`config.mk`:
```
export PLATFORM = sky130hd
export DESIGN_NAME = button_tap_hold_gesture_detector_top
export DESIGN_NICKNAME = d
export VERILOG_FILES = /design/src/btghd_pkg.sv /design/src/button_tap_hold_gesture_detector_top.sv
export SDC_FILE = /design/constraint.sdc
export NUM_CORES = 1
export LEC_CHECK = 0
export ABC_AREA = 1
export BUFFER_PORTS_ARGS = -buffer_cell sky130_fd_sc_hd__buf_2
export CORE_AREA = 2 2 194 196
export CTS_CLUSTER_DIAMETER = 100
export DETAILED_ROUTE_END_ITERATION = 16
export DIE_AREA = 0 0 196 198
export PLACE_DENSITY_LB_ADDON = 0.2
export SLEW_MARGIN = 15
export SYNTH_ARGS = -nofsm -noshare
export SYNTH_HDL_FRONTEND = slang
export SYNTH_SLANG_ARGS = --single-unit
```
`constraint.sdc`:
```
create_clock -name clk -period 4.87 [get_ports clk]
set_input_delay 0.487 -clock clk [delete_from_list [all_inputs] [get_ports clk]]
set_output_delay 0.487 -clock clk [all_outputs]
set_load 0.02 [all_outputs]
```
`src/btghd_pkg.sv`:
```
`timescale 1ns / 1ps
// ----------------------------------------------------------------------------
// btghd_pkg: shared definitions for the button gesture detector
// Gesture codes, register indexes, widths and reset values.
// ----------------------------------------------------------------------------
package btghd_pkg;

  localparam int TIME_W    = 32;
  localparam int CFG_W     = 16;
  localparam int CFG_IDX_W = 1;
  localparam int TAPS_W    = 2;

  typedef logic [1:0]           gesture_t;
  typedef logic [TIME_W-1:0]    time_t;
  typedef logic [CFG_W-1:0]     cfg_word_t;
  typedef logic [CFG_IDX_W-1:0] cfg_idx_t;
  typedef logic [TAPS_W-1:0]    taps_t;

  // Gesture codes
  localparam gesture_t GESTURE_NONE   = 2'd0;
  localparam gesture_t GESTURE_HOLD   = 2'd1;
  localparam gesture_t GESTURE_DOUBLE = 2'd2;
  localparam gesture_t GESTURE_TRIPLE = 2'd3;

  // Register indexes
  localparam cfg_idx_t REG_HOLD_TIME  = 1'd0;
  localparam cfg_idx_t REG_TAP_WINDOW = 1'd1;

  // Register reset values
  localparam cfg_word_t HOLD_TIME_RST  = 16'd5000;
  localparam cfg_word_t TAP_WINDOW_RST = 16'd500;

  // Tap count limit
  localparam taps_t TAPS_MAX  = 2'd3;
  localparam taps_t TAPS_NONE = 2'd0;
  localparam taps_t TAPS_TWO  = 2'd2;

endpackage

```
`src/button_tap_hold_gesture_detector_top.sv`:
```
`timescale 1ns / 1ps
// ----------------------------------------------------------------------------
// button_tap_hold_gesture_detector_top: tap / hold gesture detector
// Takes one poll tick per word (timestamp, level, sample flag) and returns
// one gesture code per tick: none, hold, double tap or triple tap.
// ----------------------------------------------------------------------------
//  channel | handshake          | payload
//  --------+--------------------+-------------------------------------------
//  in      | in_valid/in_stall  | in_now_ms[31:0], in_pressed, in_sample_valid
//  out     | out_valid/out_stall| out_gesture[1:0]
//  cfg     | cfg_valid/cfg_ready| cfg_index[0:0], cfg_data[15:0]
//
//  One word per cycle sustained unless the result is stalled; each word
//  passes the input register, then the result register. The gesture state is
//  updated as a word moves from the input register to the result register.
//  A stalled result holds both stages; in_stall rises only when both are full.
//  Reset (rst_n low, synchronous) empties both stages, clears the gesture
//  state and loads hold 5000 ms and tap window 500 ms. cfg_ready is always high.
// ----------------------------------------------------------------------------
module button_tap_hold_gesture_detector_top
  import btghd_pkg::*;
(
  input  logic      clk,
  input  logic      rst_n,
  // input channel
  input  logic      in_valid,
  output logic      in_stall,
  input  time_t     in_now_ms,
  input  logic      in_pressed,
  input  logic      in_sample_valid,
  // result channel
  output logic      out_valid,
  input  logic      out_stall,
  output gesture_t  out_gesture,
  // configuration channel
  input  logic      cfg_valid,
  output logic      cfg_ready,
  input  cfg_idx_t  cfg_index,
  input  cfg_word_t cfg_data
);

  // Configuration registers
  cfg_word_t hold_time_r;
  cfg_word_t tap_window_r;

  // Input stage
  logic  s1_valid_r;
  time_t s1_now_r;
  logic  s1_lvl_r;
  logic  s1_ok_r;

  // Gesture state
  logic  prev_level_r, prev_level_nxt;
  time_t press_start_r, press_start_nxt;
  logic  hold_done_r, hold_done_nxt;
  taps_t taps_r, taps_nxt;
  time_t last_tap_r, last_tap_nxt;

  // Result stage
  logic     out_valid_r;
  gesture_t gesture_r, gesture_nxt;

  // Handshake
  logic s2_load;
  logic s1_load;

  assign cfg_ready   = 1'b1;
  assign out_valid   = out_valid_r;
  assign out_gesture = gesture_r;
  assign s2_load     = !out_valid_r || !out_stall;
  assign in_stall    = s1_valid_r && !s2_load;
  assign s1_load     = in_valid && !in_stall;

  // Configuration writes
  always_ff @(posedge clk) begin
    if (!rst_n) begin
      hold_time_r  <= HOLD_TIME_RST;
      tap_window_r <= TAP_WINDOW_RST;
    end else if (cfg_valid && cfg_ready) begin
      case (cfg_index)
        REG_HOLD_TIME:  hold_time_r  <= cfg_data;
        REG_TAP_WINDOW: tap_window_r <= cfg_data;
        default: ;
      endcase
    end
  end

  // Input register
  always_ff @(posedge clk) begin
    if (!rst_n) begin
      s1_valid_r <= 1'b0;
    end else if (s1_load) begin
      s1_valid_r <= 1'b1;
    end else if (s2_load) begin
      s1_valid_r <= 1'b0;
    end
  end

  always_ff @(posedge clk) begin
    if (s1_load) begin
      s1_now_r <= in_now_ms;
      s1_lvl_r <= in_pressed;
      s1_ok_r  <= in_sample_valid;
    end
  end

  // Per-tick gesture update
  always_comb begin
    logic  rise;
    logic  fall;
    logic  hd;
    time_t ps;
    time_t held;
    time_t quiet;
    taps_t tp;
    time_t lt;

    prev_level_nxt  = prev_level_r;
    press_start_nxt = press_start_r;
    hold_done_nxt   = hold_done_r;
    taps_nxt        = taps_r;
    last_tap_nxt    = last_tap_r;
    gesture_nxt     = GESTURE_NONE;

    rise  = s1_lvl_r && !prev_level_r;
    fall  = !s1_lvl_r && prev_level_r;
    ps    = rise ? s1_now_r : press_start_r;
    hd    = rise ? 1'b0 : hold_done_r;
    held  = s1_now_r - ps;
    tp    = taps_r;
    lt    = last_tap_r;

    // A release without a hold counts a tap (saturating)
    if (fall && !hd) begin
      tp = (taps_r == TAPS_MAX) ? TAPS_MAX : taps_r + taps_t'(1);
      lt = s1_now_r;
    end
    quiet = s1_now_r - lt;

    if (s1_ok_r) begin
      press_start_nxt = ps;
      if (s1_lvl_r && !hd && held >= time_t'(hold_time_r)) begin
        // hold fires once and cancels pending taps
        hold_done_nxt  = 1'b1;
        taps_nxt       = TAPS_NONE;
        prev_level_nxt = s1_lvl_r;
        gesture_nxt    = GESTURE_HOLD;
      end else begin
        hold_done_nxt  = fall ? 1'b0 : hd;
        prev_level_nxt = s1_lvl_r;
        last_tap_nxt   = lt;
        taps_nxt       = tp;
        // tap window closed: classify the tap count
        if (tp != TAPS_NONE && quiet >= time_t'(tap_window_r)) begin
          if (tp == TAPS_TWO) begin
            gesture_nxt = GESTURE_DOUBLE;
          end else if (tp == TAPS_MAX) begin
            gesture_nxt = GESTURE_TRIPLE;
          end
          taps_nxt = TAPS_NONE;
        end
      end
    end
  end

  // State and result registers
  always_ff @(posedge clk) begin
    if (!rst_n) begin
      prev_level_r  <= 1'b0;
      press_start_r <= '0;
      hold_done_r   <= 1'b0;
      taps_r        <= TAPS_NONE;
      last_tap_r    <= '0;
      out_valid_r   <= 1'b0;
    end else if (s2_load) begin
      out_valid_r <= s1_valid_r;
      if (s1_valid_r) begin
        prev_level_r  <= prev_level_nxt;
        press_start_r <= press_start_nxt;
        hold_done_r   <= hold_done_nxt;
        taps_r        <= taps_nxt;
        last_tap_r    <= last_tap_nxt;
      end
    end
  end

  always_ff @(posedge clk) begin
    if (s2_load && s1_valid_r) begin
      gesture_r <= gesture_nxt;
    end
  end

endmodule

```
==> results of run 1 <==
-- placed cells by master, fill, tap and decap left out, types with 24 or more instances in the layout --
| master | instances |
|---|---|
| mux2i_1 | 39 |
| xor2_1 | 28 |
| dfxtp_1 | 102 |
| o21ai_0 | 88 |
| buf_2 | 59 |
| a21oi_1 | 109 |
| edfxtp_1 | 36 |
| nand2_1 | 449 |
| ha_1 | 84 |
| nand3_1 | 75 |
| a211oi_1 | 36 |
| nand4_1 | 24 |
| inv_1 | 259 |
| nor2_1 | 149 |
-- state kept, by name, indices dropped and copies added, names as in the netlist --
| register | count |
|---|---|
| hold_done_r | 1 |
| hold_time_r | 16 |
| last_tap_r | 32 |
| out_gesture | 2 |
| out_valid | 1 |
| press_start_r | 32 |
| prev_level_r | 1 |
| s1_lvl_r | 1 |
| s1_now_r | 32 |
| s1_ok_r | 1 |
| s1_valid_r | 1 |
| tap_window_r | 16 |
| taps_r | 2 |
-- metrics by stage --
step | utilization (%) | total power, W | std cells
final | 33.4 | 0.00376 | 2189
after detailed placement | 31.7 | 0.00249 | 2153
after floorplan | - | 0.00214 | 1641
after CTS | 33.2 | 0.00379 | 2185
after global placement | 31.7 | 0.00248 | 2153
after global routing | 33.4 | 0.00402 | 2189
-- routing by layer --
metal  GRT usage (%)  vias up  wire [µm]
met5               0        -          0
met4            7.74        0       1180
met3            2.74       57       1100
met2            31.7      184      16700
met1            23.9     4879      16800
li1                -     5460          -
-- report_power, final --
| group | total, W | internal (W) | leakage (nW) | switching [W] |
|---|---|---|---|---|
| Clock | 0.00128 | 0.000710 | 0.267 | 0.000568 |
| Combinational | 0.00119 | 0.000425 | 4.65 | 0.000770 |
| Sequential | 0.00129 | 0.00124 | 1.19 | 0.0000476 |
| Total | 0.00376 | 0.00238 | 6.10 | 0.00139 |
-- what timing repair did --
action                                  CTS  global route
setup buffers                             0             3
gates resized for setup                   0            12
endpoints found under the setup margin    0            35
-- layout make-up --
| type | instances | area (µm²) |
|---|---|---|
| fillers | 4098 | 24600 |
| multi-input cells | 1195 | 6550 |
| flip-flops and latches | 138 | 3120 |
| inverters | 266 | 998 |
| well taps | 474 | 593 |
| repair buffers | 84 | 526 |
| clock buffers | 17 | 425 |
| clock inverters | 15 | 139 |
-- worst max-delay path, delay by kind of cell, from the launching register on --
kind / cells / cell delay, ns
and+or+nand+nor: 9 / 1.09
AOI/OAI and AO/OA: 7 / 1.42
xor gates and xnor gates: 1 / 0.15
DFF: 1 / 0.38
adders and majority gates: 2 / 0.67
buffers and inverters: 6 / 0.72
-- path summary, 6_finish.rpt --
check                                   endpoint  cells after the start
worst max-delay path              last_tap_r[10]                     25
worst min-delay path                 s1_now_r[3]                      1
worst max register to register    last_tap_r[10]                     25
worst min register to register  tap_window_r[14]                      2
-- logic make-up (layout without fill, tap and decap cells) --
kind of cell / count (synthesis) / in the layout
muxes: 39 / 39
buffers and inverters: 308 / 382
xor gates and xnor gates: 31 / 31
other: 1 / 1
adders and majority gates: 85 / 85
and+or+nand+nor: 749 / 749
AOI/OAI and AO/OA: 290 / 290
DFF: 138 / 138
==> metrics.txt, run 1 <==
initial antenna violation count=1; Hold Path Origin=in_now_ms[3]; Critical Path Slowest Stage Cell=edfxtp_1; CP endpoint kind=flip-flop; crit start category=flip-flop; Required @ worst endpoint=5.20 ns; Die Span Y=198 µm; hold slack=0.215 ns; most frequent cell after synthesis=nand2_1; CP max stage delay=0.38 ns; Initial Util=29.3%; most instantiated cells after synthesis=nand2_1 (450), inv_1 (260), nor2_1 (150), a21oi_1 (109), dfxtp_1 (102); overall global routing resource usage=18.7%; # hold bufs at CTS=0; Synth Net Count=1,782; HPWL Detailed=29,200 µm; Syn Std Cell Area=0.0108 mm²; clk sink count=138; number of cell rows=71; outcome=finished, final reports clean; largest family of logic cells by synthesized area=simple AND/OR/NAND/NOR gates; R2R Setup Slk=0.33 ns; Place WS=0.107 ns; complex-gate fraction of the synthesized area=15.2%; Pleak=6.10 nW; Layout area overhead=14.0%; xor/xnor share of the synthesized area=2.50%; Worst-path clk slew=0.07 ns; die area=0.0388 mm²; post-synthesis register bit count=138; max frequency=0.220 GHz; worst ir drop on vdd=0.237 mV; share of the synthesized area in the top cell type=18.8%; fin worst setup slack=0.334 ns; I/O pin cnt=61; drc violations=0; Worst slew margin=52.6%; Design Area, Final=0.0124 mm²; post-synth cell types=45; RSZ-0062 raised after global routing=no; crit-path max FO=26; Arr. time, crit path=4.86 ns; drt initial violations=667; CTS tree=done; root buffer cell=clkbuf_16; share of cells above drive strength 1=9.27%; number of synthesized flops with an enable pin=36; slew of the pin with the lowest slew margin=0.705 ns; CORE AREA=0.0370 mm²; vias post-DR=10.6k; FF-to-FF Start=s1_lvl_r; Max Slew Vio Count=0; post-synthesis sequential area ratio=28.8%; skew final=0.0104 ns; asr flop ratio synth=0%; share of the clock period used by the worst path=93.1%; drt first pass iters=5; Yosys top cell by area=dfxtp_1; maxcap violations=0; # diodes=0; # setup viols final=0; CTS max path bufs=2; simple-gate share of the synthesized area=29.0%; DRT antenna net count=0; launch point of the worst path=s1_lvl_r; Num CTS Buffers=17; WL final=35,800 µm; kind of critical path=flip-flop to flip-flop; adder-cell share of the synthesized area=9.88%; NumNets Final=1,843; vias in the first global route=10.2k; die width=196 µm; Hold Crit Class=primary input to flip-flop; mux contribution to synthesized area=3.60%; worst skew pair latency=0.44 ns; PortBufs=59; pwr dens=304 mW/mm²; fin crit period=4.54 ns; H-tree levels=4; area post-placement=0.0117 mm²; top_reg_cell synth=dfxtp_1; Cells after Synth=1,641; global-route wire length before repair=55,600 µm; Synth area leaders=dfxtp_1 (19%), nand2_1 (16%), edfxtp_1 (10%); Placer Congestion=0.947; Ys Warns=0; Vias/cell=4.83; most used cell, CP=nor2_1; Final Hold Fails=0; Setup TNS Final=0 ns; largest net degree at the start of global routing=70; grt ovf=0; Synth Area per Inst=6.61 µm²; Routed WL per cell=16.3 µm
(Power assumes the default switching activity.)
==> run 2, diff against run 1 <==
- REMOVE_ABC_BUFFERS: default -> 1
==> run 2 against run 1 <==
First-iteration DRC count is 16% higher. Die area unchanged. Sequential share of layout area hardly changed. Largest cell class unchanged. Global-route usage is 1.3 points lower.
==> metrics.txt, run 2 (synthesis gave the netlist of run 1 again) <==
outcome=finished, final reports clean; max frequency=0.226 GHz; slew of the pin with the lowest slew margin=1.11 ns; CORE AREA=0.0370 mm²; NumNets Final=1,839; Max Slew Vio Count=0; hold slack=0.227 ns; # diodes=0; H-tree levels=4; Vias/cell=4.77; share of cells above drive strength 1=9.53%; Required @ worst endpoint=5.17 ns; Critical Path Slowest Stage Cell=edfxtp_1; overall global routing resource usage=17.4%; vias post-DR=10.4k; die area=0.0388 mm²; CTS max path bufs=2; Routed WL per cell=15.5 µm; FF-to-FF Start=s1_lvl_r; initial antenna violation count=0; highest metal used=met4; fillcell total=4,036; WL final=33,900 µm; die width=196 µm; overall power=0.00373 W; Final Hold Fails=0; number of cell rows=71; routed wl met3=929 µm; Hold Path Sink=s1_now_r[12]; R2R Setup Slk=0.45 ns; area post-placement=0.0117 mm²; HPWL Detailed=27,600 µm; largest registers=last_tap_r (32), press_start_r (32), s1_now_r (32); PortBufs=59; Worst-path clk slew=0.07 ns; global-route wire length before repair=52,400 µm; clk sink count=138; Die Span Y=198 µm; DRT antenna net count=0; CP max stage delay=0.37 ns; worst ir drop on vdd=0.198 mV; R2R cell count=25; pwr dens=302 mW/mm²; Met2 Wirelength=16,100 µm; Layout area overhead=14.1%; share of the clock period used by the worst path=90.8%; vias in the first global route=9,921; final core occ=33.5%; register area=0.00312 mm²; worst r2r dst=last_tap_r[1]; most frequent cells in the layout=nand2_1 (448), inv_1 (258), nor2_1 (147); crit-path max FO=26; drt first pass iters=5; Hold Path Origin=in_now_ms[12]; grt ovf=0; CP endpoint kind=flip-flop; crit start category=flip-flop; # setup viols final=0; hold-critical path depth=1; M1 WL=15,800 µm; Num CTS Buffers=17; Design Area, Final=0.0124 mm²; Pleak=6.09 nW; Initial Util=29.3%; root buffer cell=clkbuf_16; kind of critical path=flip-flop to flip-flop; Hold Crit Class=primary input to flip-flop; Multi-input gate area=0.00658 mm²; Worst slew margin=25.5%; Placer Congestion=0.866; maxcap violations=0; CTS tree=done; worst skew pair latency=0.43 ns; fin crit period=4.42 ns; drt initial violations=774; largest net degree at the start of global routing=70; drc violations=0; Arr. time, crit path=4.72 ns; launch point of the worst path=s1_lvl_r; skew final=0.0126 ns; I/O pin cnt=61; commonest non-fill, non-tap cell in the layout=nand2_1
run 2: changes by cell type in the layout (fill, tap and decap cells not counted), moves of 2 or more:
cell	previous run	this run
inv_8	2	0
inv_4	0	3
o21ai_1	17	15
clkinv_1	5	2
o21ai_0	88	90
clkbuf_1	0	2
nor2_1	149	147
buf_4	22	16
clkbuf_16	18	20
nor2_2	11	13
run 2: layer usage:
layer,vias up,GRT usage (%)
li1,5459,-
met1,4755,22.1
met2,154,30.4
met3,51,2.08
met4,0,6.59
met5,-,0
run 2: power breakdown:
group	switching, W	leakage, nW	internal [W]
clock network	0.000535	0.287	0.000733
logic	0.000752	4.62	0.000422
registers	0.0000475	1.19	0.00124
total	0.00133	6.09	0.00240
run 2: how the worst max path moves through the flow:
| stage | endpoint | slack (ns) |
|---|---|---|
| finish | last_tap_r[1] | 0.45 |
| global route | out_gesture[0] | -0.004 |
| CTS | last_tap_r[2] | 0.10 |
| detailed placement | last_tap_r[2] | 0.13 |
| global placement | out_gesture[0] | 0.26 |
| floorplan | taps_r[1] | -0.27 |
run 2: worst max-delay path, delay by kind of cell (launching register included):
kind            cells  cell delay (ns)
simple gates        9             0.99
xor+xnor            1             0.15
fa+ha+maj           2             0.63
flops               1             0.37
buf+inv             6             0.89
compound gates      7             1.27
run 2: layout make-up:
cell class,count,area share (%)
multi-input cells,1195,53.2
well taps,474,4.80
flip-flops and latches,138,25.3
clock inverters,10,0.617
repair inverters,1,0.0607
repair buffers,79,3.98
clock buffers,22,4.02
inverters,266,8.10
run 2: stage by stage:
step / worst slack, ns / TNS, ns / cells
detailed placement: 0.127 / 0 / 2150
global route: -0.00423 / -0.00423 / 2185
CTS: 0.100 / 0 / 2182
finish: 0.450 / 0 / 2185
floorplan: -0.267 / -5.59 / 1599
global placement: 0.264 / 0 / 2150
run 2: timing repair:
action	CTS	global route
buffers inserted	0	1
hold buffers	0	0
resized for setup	0	20
endpoints found under the setup margin	0	37
